<file path="src/hw/rtl/fwdd_pkg.sv">
// ----------------------------------------------------------------------------
// fwdd_pkg - word-delta decoder shared types and constants
// Command format between front and back, opcode classes, write kinds,
// register indexes and field widths.
// ----------------------------------------------------------------------------
package fwdd_pkg;

  localparam int unsigned WORD_W     = 16;
  localparam int unsigned CFG_IDX_W  = 1;
  localparam int unsigned CFG_DATA_W = 13;
  localparam int unsigned OUT_ADDR_W = 20;
  localparam int unsigned KIND_W     = 2;
  localparam int unsigned PIX_W      = 8;
  localparam int unsigned CNT_W      = 8;
  localparam int unsigned LINES_W    = 16;
  localparam int unsigned PKTS_W     = 14;
  localparam int unsigned LIT_W      = 7;
  localparam int unsigned SKIP_W     = 15;
  localparam int unsigned PROD_W     = SKIP_W + CFG_DATA_W;

  localparam int unsigned CMD_FIFO_DEPTH = 2;

  localparam logic [CFG_DATA_W-1:0] LINE_WIDTH_RST = 13'd320;
  localparam logic [CFG_DATA_W-1:0] LINE_PITCH_RST = 13'd320;

  // register indexes
  localparam logic [CFG_IDX_W-1:0] REG_LINE_WIDTH = 1'd0;
  localparam logic [CFG_IDX_W-1:0] REG_LINE_PITCH = 1'd1;

  // opcode classes, top two bits of an opcode word
  localparam logic [1:0] OPC_PACKETS = 2'b00;
  localparam logic [1:0] OPC_ERROR   = 2'b01;
  localparam logic [1:0] OPC_LASTPIX = 2'b10;
  localparam logic [1:0] OPC_SKIP    = 2'b11;

  // write kinds
  localparam logic [KIND_W-1:0] KIND_PAIR = 2'd0;
  localparam logic [KIND_W-1:0] KIND_BYTE = 2'd1;
  localparam logic [KIND_W-1:0] KIND_NONE = 2'd2;

  typedef enum logic [2:0] {
    CMD_START,
    CMD_BYTE,
    CMD_SKIP,
    CMD_ERROR,
    CMD_PACKETS,
    CMD_HEADER,
    CMD_LITERAL,
    CMD_REPEAT
  } cmd_op_e;

  typedef struct packed {
    cmd_op_e           op;
    logic [WORD_W-1:0] word;
    logic [CNT_W-1:0]  count;     // repeat pair count
    logic              end_line;  // advance line start by pitch
    logic              done;      // last line of the chunk finished
    logic              emit;      // produces a result beat
  } cmd_t;

endpackage

</file>
<file path="src/hw/rtl/fwdd_in_if.sv">
// ----------------------------------------------------------------------------
// fwdd_in_if - chunk word channel
// Valid/ready channel carrying one chunk word and its start flag.
// ----------------------------------------------------------------------------
interface fwdd_in_if;
  logic                            valid;
  logic                            ready;
  logic [fwdd_pkg::WORD_W-1:0]     data_word;
  logic                            chunk_start;

  modport source (output valid, output data_word, output chunk_start, input ready);
  modport sink   (input valid, input data_word, input chunk_start, output ready);
endinterface

</file>
<file path="src/hw/rtl/fwdd_out_if.sv">
// ----------------------------------------------------------------------------
// fwdd_out_if - frame-buffer write command channel
// Valid/ready channel carrying one write command per beat.
// ----------------------------------------------------------------------------
interface fwdd_out_if;
  logic                              valid;
  logic                              ready;
  logic [fwdd_pkg::KIND_W-1:0]       write_kind;
  logic [fwdd_pkg::OUT_ADDR_W-1:0]   write_address;
  logic [fwdd_pkg::PIX_W-1:0]        pixel_low;
  logic [fwdd_pkg::PIX_W-1:0]        pixel_high;
  logic [fwdd_pkg::CNT_W-1:0]        pair_count;
  logic                              chunk_done;
  logic                              format_error;

  modport source (output valid, output write_kind, output write_address,
                  output pixel_low, output pixel_high, output pair_count,
                  output chunk_done, output format_error, input ready);
  modport sink   (input valid, input write_kind, input write_address,
                  input pixel_low, input pixel_high, input pair_count,
                  input chunk_done, input format_error, output ready);
endinterface

</file>
<file path="src/hw/rtl/fwdd_cfg_if.sv">
// ----------------------------------------------------------------------------
// fwdd_cfg_if - configuration write channel
// Valid/ready channel carrying a register index and write data.
// ----------------------------------------------------------------------------
interface fwdd_cfg_if;
  logic                              valid;
  logic                              ready;
  logic [fwdd_pkg::CFG_IDX_W-1:0]    index;
  logic [fwdd_pkg::CFG_DATA_W-1:0]   wdata;

  modport source (output valid, output index, output wdata, input ready);
  modport sink   (input valid, input index, input wdata, output ready);
endinterface

</file>
<file path="src/hw/rtl/flc_word_delta_decoder_top.sv">
// ----------------------------------------------------------------------------
// flc_word_delta_decoder_top - word-delta animation chunk decoder
// Turns a stream of 16-bit delta chunk words into frame-buffer write commands.
// ----------------------------------------------------------------------------
// Path: with the command queue empty, an accepted word is written into the queue,
//   then the back end pops it and registers the result beat on the output channel.
// Throughput: one word per cycle; the front stalls only when the two-entry
//   command queue is full, which happens while the output beat is held.
// Reset: parse returns to idle, counters and addresses clear, queue empties,
//   line_width and line_pitch return to 320.
module flc_word_delta_decoder_top #(
  parameter int unsigned ADDR_BITS = 20
) (
  input  logic        clk_i,
  input  logic        rst_ni,
  fwdd_in_if.sink     in_chan,
  fwdd_out_if.source  out_chan,
  fwdd_cfg_if.sink    cfg_chan
);
  import fwdd_pkg::*;

  cmd_t cmd_push_data;
  cmd_t cmd_pop_data;
  logic cmd_push;
  logic cmd_pop;
  logic cmd_full;
  logic cmd_empty;

  fwdd_front u_front (
    .clk_i      (clk_i),
    .rst_ni     (rst_ni),
    .in_chan    (in_chan),
    .cmd_full_i (cmd_full),
    .cmd_push_o (cmd_push),
    .cmd_o      (cmd_push_data)
  );

  fwdd_cmd_fifo u_cmd_fifo (
    .clk_i   (clk_i),
    .rst_ni  (rst_ni),
    .push_i  (cmd_push),
    .data_i  (cmd_push_data),
    .pop_i   (cmd_pop),
    .data_o  (cmd_pop_data),
    .full_o  (cmd_full),
    .empty_o (cmd_empty)
  );

  fwdd_back #(
    .ADDR_BITS (ADDR_BITS)
  ) u_back (
    .clk_i       (clk_i),
    .rst_ni      (rst_ni),
    .cfg_chan    (cfg_chan),
    .out_chan    (out_chan),
    .cmd_i       (cmd_pop_data),
    .cmd_empty_i (cmd_empty),
    .cmd_pop_o   (cmd_pop)
  );

endmodule

</file>
<file path="src/hw/rtl/fwdd_front.sv">
// ----------------------------------------------------------------------------
// fwdd_front - chunk word classifier
// Tracks the parse phase and the line, packet and literal counters, and turns
// each accepted word into a command for the back end.
// ----------------------------------------------------------------------------
module fwdd_front (
  input  logic           clk_i,
  input  logic           rst_ni,
  fwdd_in_if.sink        in_chan,
  input  logic           cmd_full_i,
  output logic           cmd_push_o,
  output fwdd_pkg::cmd_t cmd_o
);
  import fwdd_pkg::*;

  typedef enum logic [2:0] {
    PH_IDLE,
    PH_OPCODE,
    PH_HEADER,
    PH_LITERAL,
    PH_REPEAT
  } phase_e;

  phase_e              phase_q, phase_d;
  logic [LINES_W-1:0]  lines_q, lines_d;
  logic [PKTS_W-1:0]   pkts_q, pkts_d;
  logic [LIT_W-1:0]    lit_q, lit_d;
  logic [CNT_W-1:0]    rep_q, rep_d;

  logic                accept;
  logic [WORD_W-1:0]   w;
  logic [PIX_W-1:0]    hi;
  logic [LINES_W-1:0]  lines_dec;
  logic [PKTS_W-1:0]   pkts_dec;
  logic [LIT_W-1:0]    lit_dec;
  logic                pkt_end;
  logic                line_end;

  assign in_chan.ready = !cmd_full_i;
  assign accept        = in_chan.valid && !cmd_full_i;
  assign w             = in_chan.data_word;
  assign hi            = w[15:8];
  assign lines_dec     = lines_q - 1'b1;
  assign pkts_dec      = pkts_q - 1'b1;
  assign lit_dec       = lit_q - 1'b1;

  always_comb begin
    phase_d    = phase_q;
    lines_d    = lines_q;
    pkts_d     = pkts_q;
    lit_d      = lit_q;
    rep_d      = rep_q;
    pkt_end    = 1'b0;
    line_end   = 1'b0;
    cmd_push_o = 1'b0;
    cmd_o      = '0;
    cmd_o.op   = CMD_START;
    cmd_o.word = w;
    cmd_o.count = rep_q;

    if (accept) begin
      if (in_chan.chunk_start) begin
        // restart the chunk wherever the parse stood
        lines_d    = w;
        pkts_d     = '0;
        lit_d      = '0;
        rep_d      = '0;
        cmd_push_o = 1'b1;
        cmd_o.op   = CMD_START;
        cmd_o.done = (w == '0);
        cmd_o.emit = (w == '0);
        phase_d    = (w == '0) ? PH_IDLE : PH_OPCODE;
      end else begin
        case (phase_q)
          PH_OPCODE: begin
            cmd_push_o = 1'b1;
            case (w[15:14])
              OPC_LASTPIX: begin
                cmd_o.op   = CMD_BYTE;
                cmd_o.emit = 1'b1;
              end
              OPC_SKIP: begin
                cmd_o.op = CMD_SKIP;
              end
              OPC_ERROR: begin
                cmd_o.op   = CMD_ERROR;
                cmd_o.emit = 1'b1;
                phase_d    = PH_IDLE;
              end
              default: begin
                cmd_o.op = CMD_PACKETS;
                pkts_d   = w[PKTS_W-1:0];
                if (w[PKTS_W-1:0] == '0) begin
                  line_end = 1'b1;
                end else begin
                  phase_d = PH_HEADER;
                end
              end
            endcase
          end
          PH_HEADER: begin
            cmd_push_o = 1'b1;
            cmd_o.op   = CMD_HEADER;
            if (hi != '0 && !hi[7]) begin
              lit_d   = hi[LIT_W-1:0];
              phase_d = PH_LITERAL;
            end else begin
              // negative count: repeat -count pairs, zero gives none
              rep_d   = CNT_W'(~hi + 1'b1);
              phase_d = PH_REPEAT;
            end
          end
          PH_LITERAL: begin
            cmd_push_o = 1'b1;
            cmd_o.op   = CMD_LITERAL;
            cmd_o.emit = 1'b1;
            lit_d      = lit_dec;
            pkt_end    = (lit_dec == '0);
          end
          PH_REPEAT: begin
            cmd_push_o = 1'b1;
            cmd_o.op   = CMD_REPEAT;
            cmd_o.emit = 1'b1;
            rep_d      = '0;
            pkt_end    = 1'b1;
          end
          default: begin
            // drop words outside a chunk
          end
        endcase

        if (pkt_end) begin
          pkts_d = pkts_dec;
          if (pkts_dec == '0) begin
            line_end = 1'b1;
          end else begin
            phase_d = PH_HEADER;
          end
        end

        if (line_end) begin
          cmd_o.end_line = 1'b1;
          lines_d        = lines_dec;
          if (lines_dec == '0) begin
            cmd_o.done = 1'b1;
            cmd_o.emit = 1'b1;
            phase_d    = PH_IDLE;
          end else begin
            phase_d = PH_OPCODE;
          end
        end
      end
    end
  end

  always_ff @(posedge clk_i or negedge rst_ni) begin
    if (!rst_ni) begin
      phase_q <= PH_IDLE;
      lines_q <= '0;
      pkts_q  <= '0;
      lit_q   <= '0;
      rep_q   <= '0;
    end else begin
      phase_q <= phase_d;
      lines_q <= lines_d;
      pkts_q  <= pkts_d;
      lit_q   <= lit_d;
      rep_q   <= rep_d;
    end
  end

endmodule

</file>
<file path="src/hw/rtl/fwdd_cmd_fifo.sv">
// ----------------------------------------------------------------------------
// fwdd_cmd_fifo - command queue
// Short queue between classifier and executor so each side stalls alone.
// ----------------------------------------------------------------------------
module fwdd_cmd_fifo (
  input  logic           clk_i,
  input  logic           rst_ni,
  input  logic           push_i,
  input  fwdd_pkg::cmd_t data_i,
  input  logic           pop_i,
  output fwdd_pkg::cmd_t data_o,
  output logic           full_o,
  output logic           empty_o
);
  import fwdd_pkg::*;

  localparam int unsigned PtrW = (CMD_FIFO_DEPTH > 1) ? $clog2(CMD_FIFO_DEPTH) : 1;
  localparam int unsigned CntW = $clog2(CMD_FIFO_DEPTH + 1);

  cmd_t            mem_q [CMD_FIFO_DEPTH];
  logic [PtrW-1:0] wr_ptr_q, rd_ptr_q;
  logic [CntW-1:0] count_q;

  assign full_o  = (count_q == CntW'(CMD_FIFO_DEPTH));
  assign empty_o = (count_q == '0);
  assign data_o  = mem_q[rd_ptr_q];

  always_ff @(posedge clk_i) begin
    if (push_i) begin
      mem_q[wr_ptr_q] <= data_i;
    end
  end

  always_ff @(posedge clk_i or negedge rst_ni) begin
    if (!rst_ni) begin
      wr_ptr_q <= '0;
      rd_ptr_q <= '0;
      count_q  <= '0;
    end else begin
      if (push_i) begin
        wr_ptr_q <= (wr_ptr_q == PtrW'(CMD_FIFO_DEPTH - 1)) ? '0 : wr_ptr_q + 1'b1;
      end
      if (pop_i) begin
        rd_ptr_q <= (rd_ptr_q == PtrW'(CMD_FIFO_DEPTH - 1)) ? '0 : rd_ptr_q + 1'b1;
      end
      if (push_i && !pop_i) begin
        count_q <= count_q + 1'b1;
      end else if (pop_i && !push_i) begin
        count_q <= count_q - 1'b1;
      end
    end
  end

  a_no_overflow : assert property (@(posedge clk_i) disable iff (!rst_ni)
    full_o |-> !push_i)
    else $error("command pushed into full queue");

  a_no_underflow : assert property (@(posedge clk_i) disable iff (!rst_ni)
    empty_o |-> !pop_i)
    else $error("command popped from empty queue");

endmodule

</file>
<file path="src/hw/rtl/fwdd_back.sv">
// ----------------------------------------------------------------------------
// fwdd_back - address tracker and write command builder
// Holds the configuration and the line and write addresses, executes queued
// commands and drives the registered output channel.
// ----------------------------------------------------------------------------
module fwdd_back #(
  parameter int unsigned ADDR_BITS = 20
) (
  input  logic           clk_i,
  input  logic           rst_ni,
  fwdd_cfg_if.sink       cfg_chan,
  fwdd_out_if.source     out_chan,
  input  fwdd_pkg::cmd_t cmd_i,
  input  logic           cmd_empty_i,
  output logic           cmd_pop_o
);
  import fwdd_pkg::*;

  typedef logic [ADDR_BITS-1:0] addr_t;

  logic [CFG_DATA_W-1:0] width_q, pitch_q;
  addr_t                 ls_q, ls_d;
  addr_t                 wp_q, wp_d;

  logic                  out_valid_q;
  logic [KIND_W-1:0]     kind_q, kind_d;
  addr_t                 addr_q, addr_d;
  logic [PIX_W-1:0]      lo_q, lo_d;
  logic [PIX_W-1:0]      hi_q, hi_d;
  logic [CNT_W-1:0]      cnt_q, cnt_d;
  logic                  done_q, done_d;
  logic                  err_q, err_d;

  logic [WORD_W-1:0]     skip16;
  logic [PROD_W-1:0]     skip_prod;
  addr_t                 ls_next_line;

  assign cfg_chan.ready = 1'b1;

  // take a command unless it must emit while the output beat is still held
  assign cmd_pop_o = !cmd_empty_i && (!out_valid_q || out_chan.ready || !cmd_i.emit);

  assign skip16       = ~cmd_i.word + 1'b1;
  assign skip_prod    = PROD_W'(skip16[SKIP_W-1:0]) * PROD_W'(pitch_q);
  assign ls_next_line = ls_q + addr_t'(pitch_q);

  always_comb begin
    ls_d   = ls_q;
    wp_d   = wp_q;
    kind_d = KIND_NONE;
    addr_d = '0;
    lo_d   = '0;
    hi_d   = '0;
    cnt_d  = '0;
    done_d = cmd_i.done;
    err_d  = 1'b0;

    case (cmd_i.op)
      CMD_START: begin
        ls_d = '0;
        wp_d = '0;
      end
      CMD_BYTE: begin
        kind_d = KIND_BYTE;
        addr_d = ls_q + addr_t'(width_q) - addr_t'(1);
        lo_d   = cmd_i.word[7:0];
      end
      CMD_SKIP: begin
        ls_d = ls_q + addr_t'(skip_prod);
      end
      CMD_ERROR: begin
        err_d = 1'b1;
      end
      CMD_PACKETS: begin
        wp_d = ls_q;
        if (cmd_i.end_line) begin
          ls_d = ls_next_line;
        end
      end
      CMD_HEADER: begin
        wp_d = wp_q + addr_t'(cmd_i.word[7:0]);
      end
      CMD_LITERAL: begin
        kind_d = KIND_PAIR;
        addr_d = wp_q;
        lo_d   = cmd_i.word[7:0];
        hi_d   = cmd_i.word[15:8];
        cnt_d  = CNT_W'(1);
        wp_d   = wp_q + addr_t'(2);
        if (cmd_i.end_line) begin
          ls_d = ls_next_line;
        end
      end
      CMD_REPEAT: begin
        if (cmd_i.count != '0) begin
          kind_d = KIND_PAIR;
          addr_d = wp_q;
          lo_d   = cmd_i.word[7:0];
          hi_d   = cmd_i.word[15:8];
          cnt_d  = cmd_i.count;
        end
        wp_d = wp_q + addr_t'({cmd_i.count, 1'b0});
        if (cmd_i.end_line) begin
          ls_d = ls_next_line;
        end
      end
      default: begin
      end
    endcase
  end

  always_ff @(posedge clk_i or negedge rst_ni) begin
    if (!rst_ni) begin
      width_q     <= LINE_WIDTH_RST;
      pitch_q     <= LINE_PITCH_RST;
      ls_q        <= '0;
      wp_q        <= '0;
      out_valid_q <= 1'b0;
    end else begin
      if (cfg_chan.valid) begin
        case (cfg_chan.index)
          REG_LINE_WIDTH: width_q <= cfg_chan.wdata;
          REG_LINE_PITCH: pitch_q <= cfg_chan.wdata;
          default: begin
          end
        endcase
      end
      if (cmd_pop_o) begin
        ls_q <= ls_d;
        wp_q <= wp_d;
      end
      if (cmd_pop_o && cmd_i.emit) begin
        out_valid_q <= 1'b1;
      end else if (out_chan.ready) begin
        out_valid_q <= 1'b0;
      end
    end
  end

  always_ff @(posedge clk_i) begin
    if (cmd_pop_o && cmd_i.emit) begin
      kind_q <= kind_d;
      addr_q <= addr_d;
      lo_q   <= lo_d;
      hi_q   <= hi_d;
      cnt_q  <= cnt_d;
      done_q <= done_d;
      err_q  <= err_d;
    end
  end

  assign out_chan.valid         = out_valid_q;
  assign out_chan.write_kind    = kind_q;
  assign out_chan.write_address = OUT_ADDR_W'(addr_q);
  assign out_chan.pixel_low     = lo_q;
  assign out_chan.pixel_high    = hi_q;
  assign out_chan.pair_count    = cnt_q;
  assign out_chan.chunk_done    = done_q;
  assign out_chan.format_error  = err_q;

  a_err_no_write : assert property (@(posedge clk_i) disable iff (!rst_ni)
    out_valid_q && err_q |-> kind_q == KIND_NONE && !done_q)
    else $error("format error beat carries a write");

  a_none_zero_fields : assert property (@(posedge clk_i) disable iff (!rst_ni)
    out_valid_q && kind_q == KIND_NONE |-> addr_q == '0 && cnt_q == '0)
    else $error("no-write beat carries address or count");

  a_held_beat : assert property (@(posedge clk_i) disable iff (!rst_ni)
    out_valid_q && !out_chan.ready |=> out_valid_q && $stable(addr_q) && $stable(kind_q))
    else $error("output beat dropped or changed while stalled");

endmodule

</file>
<file path="src/flat_wrapper.sv">
// flat-port wrapper written by rule: the top's interface ports become plain ports
module flc_word_delta_decoder_top_flat import fwdd_pkg::*;
#(
  parameter int unsigned ADDR_BITS = 20
)
  (clk_i, rst_ni, in_chan_valid, in_chan_data_word, in_chan_chunk_start, in_chan_ready, out_chan_valid, out_chan_write_kind, out_chan_write_address, out_chan_pixel_low, out_chan_pixel_high, out_chan_pair_count, out_chan_chunk_done, out_chan_format_error, out_chan_ready, cfg_chan_valid, cfg_chan_index, cfg_chan_wdata, cfg_chan_ready);
  fwdd_in_if in_chan_i ();
  fwdd_out_if out_chan_i ();
  fwdd_cfg_if cfg_chan_i ();
  input  logic clk_i;
  input  logic rst_ni;
  input wire logic [$bits(in_chan_i.valid)-1:0] in_chan_valid;
  input wire logic [$bits(in_chan_i.data_word)-1:0] in_chan_data_word;
  input wire logic [$bits(in_chan_i.chunk_start)-1:0] in_chan_chunk_start;
  output wire logic [$bits(in_chan_i.ready)-1:0] in_chan_ready;
  output wire logic [$bits(out_chan_i.valid)-1:0] out_chan_valid;
  output wire logic [$bits(out_chan_i.write_kind)-1:0] out_chan_write_kind;
  output wire logic [$bits(out_chan_i.write_address)-1:0] out_chan_write_address;
  output wire logic [$bits(out_chan_i.pixel_low)-1:0] out_chan_pixel_low;
  output wire logic [$bits(out_chan_i.pixel_high)-1:0] out_chan_pixel_high;
  output wire logic [$bits(out_chan_i.pair_count)-1:0] out_chan_pair_count;
  output wire logic [$bits(out_chan_i.chunk_done)-1:0] out_chan_chunk_done;
  output wire logic [$bits(out_chan_i.format_error)-1:0] out_chan_format_error;
  input wire logic [$bits(out_chan_i.ready)-1:0] out_chan_ready;
  input wire logic [$bits(cfg_chan_i.valid)-1:0] cfg_chan_valid;
  input wire logic [$bits(cfg_chan_i.index)-1:0] cfg_chan_index;
  input wire logic [$bits(cfg_chan_i.wdata)-1:0] cfg_chan_wdata;
  output wire logic [$bits(cfg_chan_i.ready)-1:0] cfg_chan_ready;
  assign in_chan_i.valid = in_chan_valid;
  assign in_chan_i.data_word = in_chan_data_word;
  assign in_chan_i.chunk_start = in_chan_chunk_start;
  assign in_chan_ready = in_chan_i.ready;
  assign out_chan_valid = out_chan_i.valid;
  assign out_chan_write_kind = out_chan_i.write_kind;
  assign out_chan_write_address = out_chan_i.write_address;
  assign out_chan_pixel_low = out_chan_i.pixel_low;
  assign out_chan_pixel_high = out_chan_i.pixel_high;
  assign out_chan_pair_count = out_chan_i.pair_count;
  assign out_chan_chunk_done = out_chan_i.chunk_done;
  assign out_chan_format_error = out_chan_i.format_error;
  assign out_chan_i.ready = out_chan_ready;
  assign cfg_chan_i.valid = cfg_chan_valid;
  assign cfg_chan_i.index = cfg_chan_index;
  assign cfg_chan_i.wdata = cfg_chan_wdata;
  assign cfg_chan_ready = cfg_chan_i.ready;
  flc_word_delta_decoder_top #(.ADDR_BITS(ADDR_BITS)) u_core (.clk_i(clk_i), .rst_ni(rst_ni), .in_chan(in_chan_i), .out_chan(out_chan_i), .cfg_chan(cfg_chan_i));
endmodule
</file>
<file path="config.mk">
export PLATFORM = sky130hd
export DESIGN_NAME = flc_word_delta_decoder_top_flat
export DESIGN_NICKNAME = d
export VERILOG_FILES = /design/src/hw/rtl/fwdd_pkg.sv /design/src/hw/rtl/fwdd_in_if.sv /design/src/hw/rtl/fwdd_out_if.sv /design/src/hw/rtl/fwdd_cfg_if.sv /design/src/hw/rtl/flc_word_delta_decoder_top.sv /design/src/hw/rtl/fwdd_front.sv /design/src/hw/rtl/fwdd_cmd_fifo.sv /design/src/hw/rtl/fwdd_back.sv /design/src/flat_wrapper.sv
export SDC_FILE = /design/constraint.sdc
export NUM_CORES = 1
export LEC_CHECK = 0
export ABC_AREA = 1
export ABC_CLOCK_PERIOD_IN_PS = 15800
export BUFFER_PORTS_ARGS = -buffer_cell sky130_fd_sc_hd__buf_2
export CAP_MARGIN = 20
export CELL_PAD_IN_SITES_DETAIL_PLACEMENT = 0
export CELL_PAD_IN_SITES_GLOBAL_PLACEMENT = 1
export CORE_ASPECT_RATIO = 2
export CORE_MARGIN = 8
export CORE_UTILIZATION = 52
export CTS_CLUSTER_DIAMETER = 50
export DETAILED_ROUTE_END_ITERATION = 8
export PLACE_DENSITY_LB_ADDON = 0.05
export SLEW_MARGIN = 20
export SYNTH_ARGS = -nofsm -noshare
export SYNTH_HDL_FRONTEND = slang
export SYNTH_HIERARCHICAL = 1
export SYNTH_SLANG_ARGS = --single-unit
</file>
<file path="constraint.sdc">
create_clock -name clk_i -period 15.8 [get_ports clk_i]
set_input_delay 1.58 -clock clk_i [delete_from_list [all_inputs] [get_ports clk_i]]
set_output_delay 1.58 -clock clk_i [all_outputs]
set_load 0.02 [all_outputs]
</file>
==> results.py <==
metrics = {
    "logic_synthesis": {
        "syn-num-nets": 2880,
        "yosysUniqueCellTypes": 61,
        "synth_edf_count": 108,
        "synthFlopType": "dfrtp_1",
        "syn-cell-area_um2": 20140,
        "syn_inst": 2576,
        "ys_ff_latch": 227,
        "async_flop_share": 0.5242,
        "ys_warn_count": 6,
        "synth-seq-area-share": 0.3091,
        "syn_avg_cell_area_um2": 7.820,
    },
    "sta": {
        "rsz0062_at_grt": "false",
        "setup_ws_ns": 7.715,
        "hold_viol": 0,
        "finalSetupTns_ns": 0,
        "period_minus_slack_ns": 8.085,
        "fmax_ghz": 0.1237,
        "worst_pin_slew_ns": 1.075,
        "finalSetupViolCount": 0,
        "finalCritPeriodShare": 0.5117,
        "relSlewSlack": 0.2821,
        "hold_ws_ns": 0.4776,
        "fin_skew_ns": 0.01619,
        "report.final.slew_viol_count": 0,
    },
    "flow_run": {
        "cap_viol_max_count": 0,
    },
    "global_route": {
        "grt_pass1_wl_um": 91570,
        "track_usage": 0.2576,
        "overflow": 0,
        "grt_pass1_vias": 16544,
        "grt_max_degree": 53,
        "antenna_found_initial": 0,
    },
    "drt": {
        "via_count": 16855,
        "vias_per_cell": 5.319,
        "wl_per_cell_um": 18.18,
        "drt-pass1-iter-count": 8,
        "wl_um": 57610,
        "drt.antenna.violating_nets": 0,
        "drt_first_iter_violations": 1217,
        "drc": 0,
    },
    "worst_setup_path": {
        "endpoint_kind": "flip-flop",
        "worst-path-buf-inv": 8,
        "critical-path-top-delay-family": "adder cells",
        "crit_start": "u_core/u_cmd_fifo/rd_ptr_q",
        "crit_arrival_ns": 8.55,
        "critical-path-max-stage-delay_ns": 0.67,
        "r2r-start": "u_core/u_cmd_fifo/rd_ptr_q",
        "cp_max_fo": 31,
        "path_class": "flip-flop to flip-flop",
        "cp.required_ns": 16.27,
        "slowest_stage": "o311ai_0",
        "startpoint_type": "flip-flop",
    },
    "clock_network": {
        "cts_buffers": 26,
        "cts_tree": "yes",
        "postCtsSetupBuffers": 0,
        "ctsResizeCount": 0,
        "htreeDepth": 1,
        "clk_pin_slew_ns": 0.06,
        "clock_path_buffers": 3,
        "cts_hold_buf": 0,
        "clk_latency_ns": 0.55,
        "root_buffer": "clkbuf_16",
        "cts_sinks": 227,
    },
    "hold_path": {
        "hold_class": "flip-flop to flip-flop",
        "min_from": "u_core/u_front/rep_q[1]",
    },
    "floorplanning": {
        "start_util": 0.5244,
        "dieHeight_um": 294.3,
        "chipWidth_um": 155.2,
        "placementRows": 102,
        "core-area_um2": 38410,
        "die_area_um2": 45670,
        "floorplan.io_pins": 87,
    },
    "placement": {
        "port_buffers": 85,
        "pre_cts_slack_ns": 7.843,
        "dp_hpwl_um": 45650,
        "place_congestion": 0.9326,
        "dp.cells": 3121,
    },
    "cells_and_area": {
        "diodes": 0,
        "area_growth_pct": 8.603,
        "mostFrequentLayoutCells": "550 x nand2_1, 504 x inv_1, 263 x nor2_1, 173 x o21ai_0, 136 x fa_1",
        "instances_no_fill": 3169,
        "final_nets": 2933,
        "final_common_cell": "nand2_1",
        "drive_gt1_frac": 0.09438,
    },
    "run_status": {
        "status": "complete, no violations",
    },
}
-- flip-flops by register name, indices dropped and copies added, names as in the netlist, 2 cells and up --
| name | cells |
|---|---|
| u_core/u_front/rep_q | 8 |
| u_core/u_back/wp_q | 20 |
| u_core/u_cmd_fifo/mem_q | 60 |
| u_core/u_back/out_chan.pixel_high | 8 |
| u_core/u_back/out_chan.write_address | 20 |
| u_core/u_back/pitch_q | 13 |
| u_core/u_front/lit_q | 7 |
| u_core/u_cmd_fifo/count_q | 2 |
| u_core/u_front/lines_q | 16 |
| u_core/u_back/out_chan.write_kind | 2 |
| u_core/u_back/out_chan.pixel_low | 8 |
| u_core/u_back/ls_q | 20 |
| u_core/u_front/phase_q | 3 |
| u_core/u_back/out_chan.pair_count | 8 |
| u_core/u_front/pkts_q | 14 |
| u_core/u_back/width_q | 13 |
-- layer usage --
layer,track usage,vias to the layer above,wire (µm)
met3,0.02158,86,2774
li1,-,8316,-
met5,0,-,0
met2,0.4340,476,27350
met4,0.08349,0,1897
met1,0.3455,7977,25580
-- cell families (layout without fill, tap and decap cells) --
logic type      count (synthesis)  count (layout)  synth area share
flops                         227             227            0.3091
mux                            30              30           0.01677
simple gates                 1037            1037            0.2167
other cells                     1               1         0.0001862
compound gates                399             399            0.1128
fa+ha+maj                     268             268            0.2172
xor+xnor                       28              28           0.01255
buf+inv                       586             659            0.1148
-- path summary, 6_finish.rpt --
check                           slack [ns]  cells past startpoint                             to
worst max register to register        7.71                     29         u_core/u_back/ls_q[19]
min in group asynchronous             0.92                      1       u_core/u_front/pkts_q[5]
max in group asynchronous            13.19                      3         u_core/u_back/ls_q[19]
worst min register to register        0.48                      0  u_core/u_cmd_fifo/mem_q[1][4]
worst max-delay path                  7.71                     29         u_core/u_back/ls_q[19]
worst min-delay path                  0.48                      0  u_core/u_cmd_fifo/mem_q[1][4]
-- cells in the mapped netlist (all sizes together) (10+ instances only) --
cell type  number  area, µm²
dfrtp         115       2878
xor2           17      156.4
a31oi          27      168.9
edfxtp        108       3243
nand2         569       2198
o211ai         11      87.58
xnor2          11      96.34
ha            132       1652
o22ai          29      181.4
nor3           12      65.06
clkbuf         40      150.1
o21ai         180      915.9
nand3         137      718.2
a21oi         105      536.8
fa            136       2723
nand4          23      143.9
nor2          281       1144
inv           512       1922
mux2           30      337.8
or2            10      62.56
buf            32      231.5
-- area by class of cell --
cell class / instances / area (µm²)
clock inverters: 20 / 252.7
inverters: 514 / 1931
repair buffers: 97 / 518.0
fillers: 3751 / 16540
well taps: 520 / 650.6
clock buffers: 28 / 679.4
multi-input cells: 1763 / 11620
flip-flops and latches: 227 / 6226
-- per-stage QoR --
step,util,area [µm²]
3_3_place_gp,0.5452,20940
3_5_place_dp,0.5452,20940
5_1_grt,0.5695,21880
4_1_cts,0.5695,21880
2_1_floorplan,-,20140
6_report,0.5695,21880
-- worst register-to-register path: cells and delay by family (launching register included) --
kind,cells,cell delay [ns]
buf+inv,8,1.11
flops,1,0.32
simple gates,9,1.36
compound gates,3,0.97
mux,1,0.62
fa+ha+maj,8,3.63
Power is not shown: default switching activity piles up to over one toggle a cycle in this logic, so the estimate is an artifact.
